`src/sv/mrwt_pkg.sv`:
```
// Package for the Miller-Rabin witness test unit.
// Holds the fixed port field widths; no dependencies.
package mrwt_pkg;

  localparam int FIELD_BITS = 64;

endpackage

```
`src/sv/mrwt_modmul.sv`:
```
// Shift-add modular multiplier, one multiplier bit per cycle.
// Result is u * v mod m for u < m; v may take any value. No package dependency.
module mrwt_modmul #(
  parameter int WORD_BITS = 64
) (
  input  logic                 clk,
  input  logic                 rst_n,
  input  logic                 start,
  input  logic [WORD_BITS-1:0] u_in,
  input  logic [WORD_BITS-1:0] v_in,
  input  logic [WORD_BITS-1:0] m_in,
  output logic                 done,
  output logic [WORD_BITS-1:0] res
);

  localparam int CW = $clog2(WORD_BITS);

  logic [WORD_BITS-1:0] acc_r, acc_nxt;
  logic [WORD_BITS-1:0] u_r, u_nxt;
  logic [WORD_BITS-1:0] v_r, v_nxt;
  logic [WORD_BITS-1:0] m_r, m_nxt;
  logic [CW-1:0]        cnt_r, cnt_nxt;
  logic                 busy_r, busy_nxt;
  logic                 done_r, done_nxt;

  function automatic logic [WORD_BITS-1:0] add_mod(
    input logic [WORD_BITS-1:0] a,
    input logic [WORD_BITS-1:0] b,
    input logic [WORD_BITS-1:0] m
  );
    logic [WORD_BITS:0] s;
    s = {1'b0, a} + {1'b0, b};
    if (s >= {1'b0, m}) begin
      s = s - {1'b0, m};
    end
    return s[WORD_BITS-1:0];
  endfunction

  always_comb begin
    acc_nxt  = acc_r;
    u_nxt    = u_r;
    v_nxt    = v_r;
    m_nxt    = m_r;
    cnt_nxt  = cnt_r;
    busy_nxt = busy_r;
    done_nxt = 1'b0;
    if (start) begin
      acc_nxt  = '0;
      u_nxt    = u_in;
      v_nxt    = v_in;
      m_nxt    = m_in;
      cnt_nxt  = CW'(WORD_BITS - 1);
      busy_nxt = 1'b1;
    end else if (busy_r) begin
      if (v_r[0]) begin
        acc_nxt = add_mod(acc_r, u_r, m_r);
      end
      u_nxt   = add_mod(u_r, u_r, m_r);
      v_nxt   = v_r >> 1;
      cnt_nxt = cnt_r - 1'b1;
      if (cnt_r == '0) begin
        busy_nxt = 1'b0;
        done_nxt = 1'b1;
      end
    end
  end

  always_ff @(posedge clk) begin
    if (!rst_n) begin
      busy_r <= 1'b0;
      done_r <= 1'b0;
      cnt_r  <= '0;
    end else begin
      busy_r <= busy_nxt;
      done_r <= done_nxt;
      cnt_r  <= cnt_nxt;
    end
    acc_r <= acc_nxt;
    u_r   <= u_nxt;
    v_r   <= v_nxt;
    m_r   <= m_nxt;
  end

  assign done = done_r;
  assign res  = acc_r;

endmodule

```
`src/sv/miller_rabin_witness_test_unit.sv`:
```
// Channel | Direction | Handshake          | Payload
// in_     | request   | in_valid/in_stall  | in_candidate, in_witness, in_last_round
// out_    | result    | out_valid/out_stall| out_round_passed, out_probably_prime,
//         |           |                    | out_verdict_final
// One request at a time; in_stall is high from acceptance until the result is
// registered. Small or even candidates skip the multiplier. Otherwise the time is
// set by the shared modular multiplier and the number of products it runs:
// about 1 + bits(d) + popcount(d) + s - 1 products plus s strip steps. A result
// waiting on out_stall blocks only the next completion. rst_n is synchronous and
// clears the running AND to 1.
// Depends on mrwt_pkg and mrwt_modmul.
module miller_rabin_witness_test_unit #(
  parameter int WORD_BITS = 64
) (
  input  logic                            clk,
  input  logic                            rst_n,
  input  logic                            in_valid,
  output logic                            in_stall,
  input  logic [mrwt_pkg::FIELD_BITS-1:0] in_candidate,
  input  logic [mrwt_pkg::FIELD_BITS-1:0] in_witness,
  input  logic                            in_last_round,
  output logic                            out_valid,
  input  logic                            out_stall,
  output logic                            out_round_passed,
  output logic                            out_probably_prime,
  output logic                            out_verdict_final
);

  localparam int SW = $clog2(WORD_BITS);
  localparam logic [WORD_BITS-1:0] ONE = WORD_BITS'(1);

  typedef enum logic [2:0] {
    ST_IDLE, ST_STRIP, ST_RED, ST_POW, ST_PMUL, ST_PSQR, ST_SQR, ST_DONE
  } state_t;

  state_t               state_r, state_nxt;
  logic [WORD_BITS-1:0] n_r, n_nxt;
  logic [WORD_BITS-1:0] a_r, a_nxt;
  logic [WORD_BITS-1:0] d_r, d_nxt;
  logic [WORD_BITS-1:0] b_r, b_nxt;
  logic [WORD_BITS-1:0] r_r, r_nxt;
  logic [SW-1:0]        s_r, s_nxt;
  logic [SW-1:0]        left_r, left_nxt;
  logic                 last_r, last_nxt;
  logic                 pass_r, pass_nxt;
  logic                 all_r, all_nxt;
  logic                 out_valid_r, out_valid_nxt;
  logic                 out_pass_r, out_pass_nxt;
  logic                 out_pp_r, out_pp_nxt;
  logic                 out_fin_r, out_fin_nxt;

  logic [WORD_BITS-1:0] n_in, a_in, nm1;
  logic                 mul_start, mul_done;
  logic [WORD_BITS-1:0] mul_u, mul_v, mul_res;

  assign n_in = in_candidate[WORD_BITS-1:0];
  assign a_in = in_witness[WORD_BITS-1:0];
  assign nm1  = n_r - ONE;

  mrwt_modmul #(
    .WORD_BITS(WORD_BITS)
  ) u_modmul (
    .clk   (clk),
    .rst_n (rst_n),
    .start (mul_start),
    .u_in  (mul_u),
    .v_in  (mul_v),
    .m_in  (n_r),
    .done  (mul_done),
    .res   (mul_res)
  );

  always_comb begin
    state_nxt     = state_r;
    n_nxt         = n_r;
    a_nxt         = a_r;
    d_nxt         = d_r;
    b_nxt         = b_r;
    r_nxt         = r_r;
    s_nxt         = s_r;
    left_nxt      = left_r;
    last_nxt      = last_r;
    pass_nxt      = pass_r;
    all_nxt       = all_r;
    out_valid_nxt = out_valid_r;
    out_pass_nxt  = out_pass_r;
    out_pp_nxt    = out_pp_r;
    out_fin_nxt   = out_fin_r;
    mul_start     = 1'b0;
    mul_u         = r_r;
    mul_v         = r_r;

    if (out_valid_r && !out_stall) begin
      out_valid_nxt = 1'b0;
    end

    case (state_r)
      ST_IDLE: begin
        if (in_valid) begin
          n_nxt    = n_in;
          a_nxt    = a_in;
          last_nxt = in_last_round;
          d_nxt    = n_in - ONE;
          s_nxt    = '0;
          if (n_in == WORD_BITS'(2) || n_in == WORD_BITS'(3)) begin
            pass_nxt  = 1'b1;
            state_nxt = ST_DONE;
          end else if (n_in <= ONE || !n_in[0]) begin
            pass_nxt  = 1'b0;
            state_nxt = ST_DONE;
          end else begin
            state_nxt = ST_STRIP;
          end
        end
      end
      ST_STRIP: begin
        if (!d_r[0]) begin
          d_nxt = d_r >> 1;
          s_nxt = s_r + 1'b1;
        end else begin
          mul_start = 1'b1;
          mul_u     = ONE;
          mul_v     = a_r;
          state_nxt = ST_RED;
        end
      end
      ST_RED: begin
        if (mul_done) begin
          b_nxt     = mul_res;
          r_nxt     = ONE;
          state_nxt = ST_POW;
        end
      end
      ST_POW: begin
        if (d_r == '0) begin
          if (r_r == ONE || r_r == nm1) begin
            pass_nxt  = 1'b1;
            state_nxt = ST_DONE;
          end else if (s_r == SW'(1)) begin
            pass_nxt  = 1'b0;
            state_nxt = ST_DONE;
          end else begin
            left_nxt  = s_r - 1'b1;
            mul_start = 1'b1;
            state_nxt = ST_SQR;
          end
        end else if (d_r[0]) begin
          mul_start = 1'b1;
          mul_v     = b_r;
          state_nxt = ST_PMUL;
        end else begin
          mul_start = 1'b1;
          mul_u     = b_r;
          mul_v     = b_r;
          state_nxt = ST_PSQR;
        end
      end
      ST_PMUL: begin
        if (mul_done) begin
          r_nxt     = mul_res;
          mul_start = 1'b1;
          mul_u     = b_r;
          mul_v     = b_r;
          state_nxt = ST_PSQR;
        end
      end
      ST_PSQR: begin
        if (mul_done) begin
          b_nxt     = mul_res;
          d_nxt     = d_r >> 1;
          state_nxt = ST_POW;
        end
      end
      ST_SQR: begin
        if (mul_done) begin
          r_nxt = mul_res;
          if (mul_res == nm1) begin
            pass_nxt  = 1'b1;
            state_nxt = ST_DONE;
          end else if (mul_res == ONE || left_r == SW'(1)) begin
            pass_nxt  = 1'b0;
            state_nxt = ST_DONE;
          end else begin
            left_nxt  = left_r - 1'b1;
            mul_start = 1'b1;
            mul_u     = mul_res;
            mul_v     = mul_res;
          end
        end
      end
      ST_DONE: begin
        if (!out_valid_r || !out_stall) begin
          out_valid_nxt = 1'b1;
          out_pass_nxt  = pass_r;
          out_pp_nxt    = pass_r & all_r;
          out_fin_nxt   = last_r;
          all_nxt       = last_r ? 1'b1 : (pass_r & all_r);
          state_nxt     = ST_IDLE;
        end
      end
      default: begin
        state_nxt = ST_IDLE;
      end
    endcase
  end

  always_ff @(posedge clk) begin
    if (!rst_n) begin
      state_r     <= ST_IDLE;
      all_r       <= 1'b1;
      out_valid_r <= 1'b0;
    end else begin
      state_r     <= state_nxt;
      all_r       <= all_nxt;
      out_valid_r <= out_valid_nxt;
    end
    n_r        <= n_nxt;
    a_r        <= a_nxt;
    d_r        <= d_nxt;
    b_r        <= b_nxt;
    r_r        <= r_nxt;
    s_r        <= s_nxt;
    left_r     <= left_nxt;
    last_r     <= last_nxt;
    pass_r     <= pass_nxt;
    out_pass_r <= out_pass_nxt;
    out_pp_r   <= out_pp_nxt;
    out_fin_r  <= out_fin_nxt;
  end

  assign in_stall           = (state_r != ST_IDLE);
  assign out_valid          = out_valid_r;
  assign out_round_passed   = out_pass_r;
  assign out_probably_prime = out_pp_r;
  assign out_verdict_final  = out_fin_r;

endmodule

```
`config.mk`:
```
export PLATFORM = sky130hd
export DESIGN_NAME = miller_rabin_witness_test_unit
export DESIGN_NICKNAME = d
export VERILOG_FILES = /design/src/sv/mrwt_pkg.sv /design/src/sv/mrwt_modmul.sv /design/src/sv/miller_rabin_witness_test_unit.sv
export SDC_FILE = /design/constraint.sdc
export NUM_CORES = 2
export LEC_CHECK = 0
export BUFFER_PORTS_ARGS = -buffer_cell sky130_fd_sc_hd__buf_2
export CORE_UTILIZATION = 65
export DETAILED_ROUTE_END_ITERATION = 8
export PLACE_DENSITY = 0.9
export SLEW_MARGIN = 20
export SYNTH_ARGS = -nofsm -noshare
export SYNTH_HDL_FRONTEND = slang
export SYNTH_HIERARCHICAL = 1
export SYNTH_SLANG_ARGS = --single-unit
```
`constraint.sdc`:
```
create_clock -name clk -period 20.5 [get_ports clk]
set_input_delay 4.1 -clock clk [delete_from_list [all_inputs] [get_ports clk]]
set_output_delay 4.1 -clock clk [all_outputs]
set_load 0.01 [all_outputs]
```
; After elaboration in Yosys (flattened, before gate mapping)
; Cells that the tools add are included.
[word_totals]
out_inout_bits = 5
in_bits = 133
register_bits = 606
[op_classes]
order_cmp = 3
n_bitwise = 3
n_reduce_logical = 33
addsub = 10
eq_ne = 33
mux = 78
[op_table]
columns = op, count
row1 = two-way mux 64 bit, 20
row2 = one-hot mux 64 bit (4 select lines), 2
row3 = one-hot mux 64 bit (3 select lines), 1
row4 = adder 64 x 64 -> 65 bit, 2
row5 = greater-or-equal comparator 65 x 64 -> 1 bit, 2
row6 = == test 64 x 1 -> 1 bit (second input constant), 2
row7 = == test 64 x 2 -> 1 bit (second input constant), 2
row8 = == test 64 bit, 2
row9 = one-hot mux 64 bit (2 select lines), 1
row10 = subtractor 64 x 1 -> 64 bit (second input constant), 2
row11 = subtractor 64 bit, 2
row12 = less-or-equal comparator 64 x 1 -> 1 bit (second input constant), 1
row13 = zero test 64 bit, 1
row14 = two-way mux 6 bit, 10
row15 = two-way mux 3 bit, 11
row16 = two-way mux 1 bit, 28
row17 = one-hot mux 6 bit (2 select lines), 2
row18 = one-hot mux 3 bit (7 select lines), 1
row19 = AND reduction 7 bit, 3
row20 = != test 2 bit (second input constant), 9
row21 = subtractor 6 x 1 -> 6 bit (second input constant), 3
row22 = == test 3 bit (second input constant), 4
row23 = == test 6 x 1 -> 1 bit (second input constant), 2
row24 = != test 2 x 1 -> 1 bit (second input constant), 6
row25 = 20 further kinds, 41

; Longest topological paths before layout
[logic_depth]
depth_word = 7
ltp_mapped = 28

; Hierarchy
; The synthesis kept the hierarchy.
[by_module_without_submodules]
columns = mod, area_per_inst_um2, cells_each, n_inst
row1 = miller_rabin_witness_test_unit, 24956.4, 2649, 1
row2 = mrwt_modmul, 22407.7, 2560, 1

; Least setup slack after synthesis
; OpenSTA, ideal clock, no wires.
[synth_timing]
kind = register to register
startpoint = register n_r[13]
endpoint = register u_modmul.u_r[0] (enable)
path_slack_ps = 11206
required_ps = 20066
arrival_time_ps = 8860
setup_ps = 434
n_path_buf = 8
stages_incl_launch_ff = 21
synth_period_minus_slack_ps = 9294
path_cell_list = edfxtp_1 -> buf_2 -> nor4_4 -> nand4_1 -> or4_1 -> clkbuf_1 -> or4_1 -> a21oi_1 -> nor4_1 -> nand4_1 -> or3_1 -> buf_2 -> o21a_1 -> buf_6 -> buf_6 -> buf_2 -> nor2_1 -> a21oi_1 -> clkbuf_1 -> clkbuf_1 -> or2_2
[synth_via]
elab_chain_len = 7
[synth_rtl]
columns = item, line_no
row1 = from (decl), miller_rabin_witness_test_unit.sv:37  ; logic [WORD_BITS-1:0] n_r, n_nxt;
row2 = from (signal assigned), miller_rabin_witness_test_unit.sv:217  ; n_r <= n_nxt;
row3 = subtractor 64 x 1 -> 64 bit (*), miller_rabin_witness_test_unit.sv:58  ; assign nm1 = n_r - ONE;
row4 = == test 64 bit, miller_rabin_witness_test_unit.sv:136  ; if (r_r == ONE || r_r == nm1) begin
row5 = logical OR 1 bit, miller_rabin_witness_test_unit.sv:136
row6 = two-way mux 1 bit, miller_rabin_witness_test_unit.sv:136
row7 = two-way mux 1 bit, miller_rabin_witness_test_unit.sv:135  ; if (d_r == '0) begin
row8 = one-hot mux 1 bit (4 select lines) (*), miller_rabin_witness_test_unit.sv:97  ; case (state_r)
row9 = named net mul_start, miller_rabin_witness_test_unit.sv:53  ; logic mul_start, mul_done;
row10 = nonzero test 2 bit (no line) (*), -
row11 = to (signal assigned), mrwt_modmul.sv:79  ; u_r <= u_nxt;
row12 = to (decl), mrwt_modmul.sv:19  ; logic [WORD_BITS-1:0] u_r, u_nxt;
; Mark *: on every way through the listed nets, which the timed path passes. The rest lies on a longest branch.
; A chain may end at the register's enable or synchronous reset.

; Final worst setup path
[layout_timing]
startpoint = register n_r[8]
endpoint = register u_modmul.v_r[15] (data pin)
[layout_via]
elab_chain_len = 7
[layout_rtl]
columns = item, line_no
row1 = subtractor 64 x 1 -> 64 bit (*), miller_rabin_witness_test_unit.sv:58
row2 = == test 64 bit, miller_rabin_witness_test_unit.sv:136
row3 = logical OR 1 bit, miller_rabin_witness_test_unit.sv:136
row4 = two-way mux 1 bit, miller_rabin_witness_test_unit.sv:136
row5 = two-way mux 1 bit, miller_rabin_witness_test_unit.sv:135
row6 = one-hot mux 1 bit (4 select lines) (*), miller_rabin_witness_test_unit.sv:97
row7 = named net mul_start, miller_rabin_witness_test_unit.sv:53
row8 = two-way mux 64 bit (*), mrwt_modmul.sv:47  ; if (start) begin
row9 = named net u_modmul.v_nxt[15], mrwt_modmul.sv:20  ; logic [WORD_BITS-1:0] v_r, v_nxt;
row10 = to (signal assigned), mrwt_modmul.sv:80  ; v_r <= v_nxt;
row11 = to (decl), mrwt_modmul.sv:20
; Marked as above.

==> flow_metrics.py <==
metrics = {
    "run_status": {
        "status": "completed",
    },
    "floorplanning": {
        "die_area_sq_mm": 0.0740,
        "rows": 98,
        "io_pins": 138,
        "start_util_pct": 65.9,
        "die_h_um": 272,
        "coreArea_sq_mm": 0.0719,
        "fp.dieW_um": 272,
    },
    "critical_path": {
        "timing.rr.end": "u_modmul/v_r[15]",
        "crit_chain": "or4_1 -> nor4_4 -> nand4_1 -> nor4_1 -> xnor2_1 -> mux2_2 -> nor4_1 -> nand4_1 -> o21a_4 -> nor2_1 -> a21oi_4 -> buf_12 -> buf_4 -> buf_4 -> mux2_2",
        "worstPathArrival_ns": 8.57,
        "critPathCaptureType": "register",
        "cp_slowest_stage_delay_ns": 0.88,
        "critPathRequiredTime_ns": 20.89,
        "slowest_stage": "nor4_1",
        "critical_path_class": "register to register",
        "worstPathBufferInverterCount": 3,
        "start_kind": "register",
        "ff2ff_path_depth": 15,
        "reg2reg_slack_ns": 12.31,
        "worstPathMaxFanout": 113,
        "cpLargestDelayFamily": "simple AND/OR/NAND/NOR gates",
        "reg2reg_from": "n_r[8]",
    },
    "sta": {
        "finalHoldViolations": 0,
        "tightest_slew_ns": 1.22,
        "fmax_ghz": 0.122,
        "fin_skew_ns": 0.0372,
        "rsz0062_at_grt": "no",
        "max_slew_margin_pct": 18.0,
        "finalSetupViolations": 0,
        "min_period_ns": 8.19,
        "drv_slew": 0,
        "post-route-period-util_pct": 39.9,
        "setup_tns_ns": 0,
    },
    "cts": {
        "postCtsSetupBuffers": 0,
        "clock-sinks": 606,
        "clk_pin_slew_worst_paths_ns": 0.07,
        "cts_resized": 0,
        "cts_hold_buf": 0,
        "root_buffer": "clkbuf_16",
        "clkLatencyLatePin_ns": 0.66,
        "clk_path_buf_depth": 3,
        "cts-buffers-inserted": 69,
        "htreeDepth": 3,
        "cts_tree": "built",
    },
    "synthesis": {
        "synth_cells": 5209,
        "synth.area.top_cells": "edfxtp_1 (34%), ha_1 (5.4%), xnor2_1 (4.8%)",
        "yosysSeqAreaShare_pct": 36.8,
        "yosysWarnings": 6,
        "synth_top_area_share_pct": 33.5,
        "synth_cell_types": 110,
        "synthArstFlopShare_pct": 0,
        "synthesis.nets": 5551,
        "synth_area_leader_cell": "edfxtp_1",
        "synthFlopType": "edfxtp_1",
        "synth_area_sq_mm": 0.0474,
        "synth_edf_count": 529,
        "ys_seq_elements": 606,
        "avgSynthCellArea_sq_um": 9.09,
    },
    "power": {
        "power_switching_mw": 4.52,
        "comb_power_share_pct": 60.2,
        "p_seq_share_pct": 25.8,
        "pwr_density_cell_mw_per_mm2": 177,
        "total_power_mw": 8.92,
        "swShare_pct": 50.6,
        "irDropWorstVdd_mv": 0.445,
        "p_leak_nw": 18.0,
        "clkPwrFrac_pct": 14.0,
        "intPower_mw": 4.40,
    },
    "flow_run": {
        "drv_cap": 0,
    },
    "detailed_routing": {
        "num_vias": 46000,
        "routed_wl_um": 188000,
        "drc": 0,
        "ant_nets": 0,
        "post_drt_wl_per_cell_um": 30.7,
        "drt_pass1_iterations": 8,
        "drt_iter0_drc": 7887,
        "vias_per_cell": 7.52,
    },
    "worst_hold_path": {
        "hold_path_depth": 0,
        "hold-path-endpoint": "out_verdict_final",
        "min_from": "last_r",
        "hp-class": "register to register",
    },
    "global_route": {
        "grt_use_total_pct": 49.5,
        "grt_max_degree": 114,
        "first_global_vias": 42700,
        "grt_pass1_wl_um": 274000,
        "grt-ovfl-total": 0,
        "antenna_found_initial": 5,
    },
    "finish": {
        "multi_input_comb_area_sq_mm": 0.0278,
        "final_area_sq_mm": 0.0504,
        "seqCellArea_sq_mm": 0.0174,
        "fillers": 5350,
        "nets": 5448,
        "syn_to_final_growth_pct": 6.50,
        "drive_gt1_share_pct": 9.86,
    },
    "placement": {
        "place_congestion": 1.10,
        "dpl_cell_area_sq_mm": 0.0482,
        "dp_hpwl_um": 138000,
        "port_buffers": 137,
    },
}
==> area by class of cell <==
class | instances | area share [%]
Antenna cell | 2 | 0.00992
Multi-Input combinational cell | 4055 | 55.2
Timing Repair Buffer | 190 | 2.20
Sequential cell | 606 | 34.6
Clock inverter | 39 | 0.714
Inverter | 184 | 1.38
Clock buffer | 88 | 3.63
Tap cell | 950 | 2.36
==> cell families after synthesis <==
family | synth area share (%)
xor gates and xnor gates | 7.67
buffers and inverters | 4.72
and+or+nand+nor | 18.8
adders and majority gates | 5.57
muxes | 4.72
DFF | 36.8
AOI/OAI and AO/OA | 21.7
==> layout by cell type, fill, tap and decap left out, types with 94 or more instances in the layout <==
| cell type | count |
|---|---|
| edfxtp_1 | 529 |
| o21ai_0 | 173 |
| nor2_1 | 434 |
| xnor2_1 | 260 |
| nor3_1 | 140 |
| mux2i_1 | 131 |
| a21o_1 | 149 |
| nand4_1 | 98 |
| buf_2 | 137 |
| nand2_1 | 373 |
| a21oi_1 | 358 |
| nor2b_1 | 94 |
| nand3_1 | 101 |
| nor4_1 | 130 |
| xor2_1 | 140 |
| a211oi_1 | 196 |
| ha_1 | 205 |
| inv_1 | 178 |
==> worst max-delay path by stage <==
stage	startpoint	to	slack [ns]	cells past startpoint
2_1_floorplan	n_r[13]	u_modmul/u_r[0]	11.21	20
3_3_place_gp	in_candidate[8]	d_r[53]	12.12	12
3_5_place_dp	in_candidate[8]	d_r[53]	11.95	12
4_1_cts	in_candidate[8]	d_r[59]	12.55	12
5_1_grt	in_candidate[8]	d_r[59]	12.12	12
6_report	n_r[8]	u_modmul/v_r[15]	12.31	15
==> flip-flops by register name (all words and copies together), names as in the netlist, 3 cells and up <==
register	flops
u_modmul/m_r	64
u_modmul/v_r	64
d_r	64
u_modmul/u_r	64
s_r	6
u_modmul/res	64
b_r	64
r_r	64
a_r	64
u_modmul/cnt_r	6
left_r	6
state_r	3
n_r	64
==> synth_stat cells (all sizes together) (103+ instances only) <==
cell type    n
a21oi      361
o21ai      223
nor4       142
nand3      103
xnor2      261
clkbuf     267
ha         206
nor2       436
edfxtp     529
inv        180
a211oi     210
a21o       149
nand2      377
mux2i      131
nor3       162
xor2       140
==> power groups by stage <==
stage | Clock (mW) | Sequential [mW] | Combinational (mW)
after floorplan | 0 | 2.02 | 3.88
after global placement | 0 | 2.26 | 4.97
after detailed placement | 0 | 2.28 | 5.07
after CTS | 1.24 | 2.26 | 5.13
after global routing | 1.28 | 2.30 | 5.69
final | 1.25 | 2.31 | 5.37
==> worst reg2reg max path, stage by stage (launching register included) <==
cell and delay [ns]:
edfxtp_1 0.60, or4_1 0.79, nor4_4 0.59, nand4_1 0.35, nor4_1 0.88, xnor2_1 0.30
mux2_2 0.31, nor4_1 0.05, nand4_1 0.39, o21a_4 0.66, nor2_1 0.19, a21oi_4 0.22
buf_12 0.50, buf_4 0.79, buf_4 0.82, mux2_2 0.48
==> metrics by stage <==
stage	cells	utilization (%)	worst slack, ns	hold WS, ns
3_3_place_gp	5985	67.1	12.12	0.434
3_5_place_dp	5985	67.1	11.95	0.448
6_report	6114	70.2	12.31	0.467
2_1_floorplan	5209	-	11.21	0.421
4_1_cts	6112	70.2	12.55	0.464
5_1_grt	6112	70.2	12.12	0.472
==> metal layers <==
metal,share of wire [%],GRT usage (%),vias up
met3,15,13.6,851
li1,-,-,19500
met2,42,73.1,4021
met5,0.017,0,-
met4,7.2,28.8,4
met1,36,65.3,21600
No activity file was read; power rests on OpenSTA's default activity.
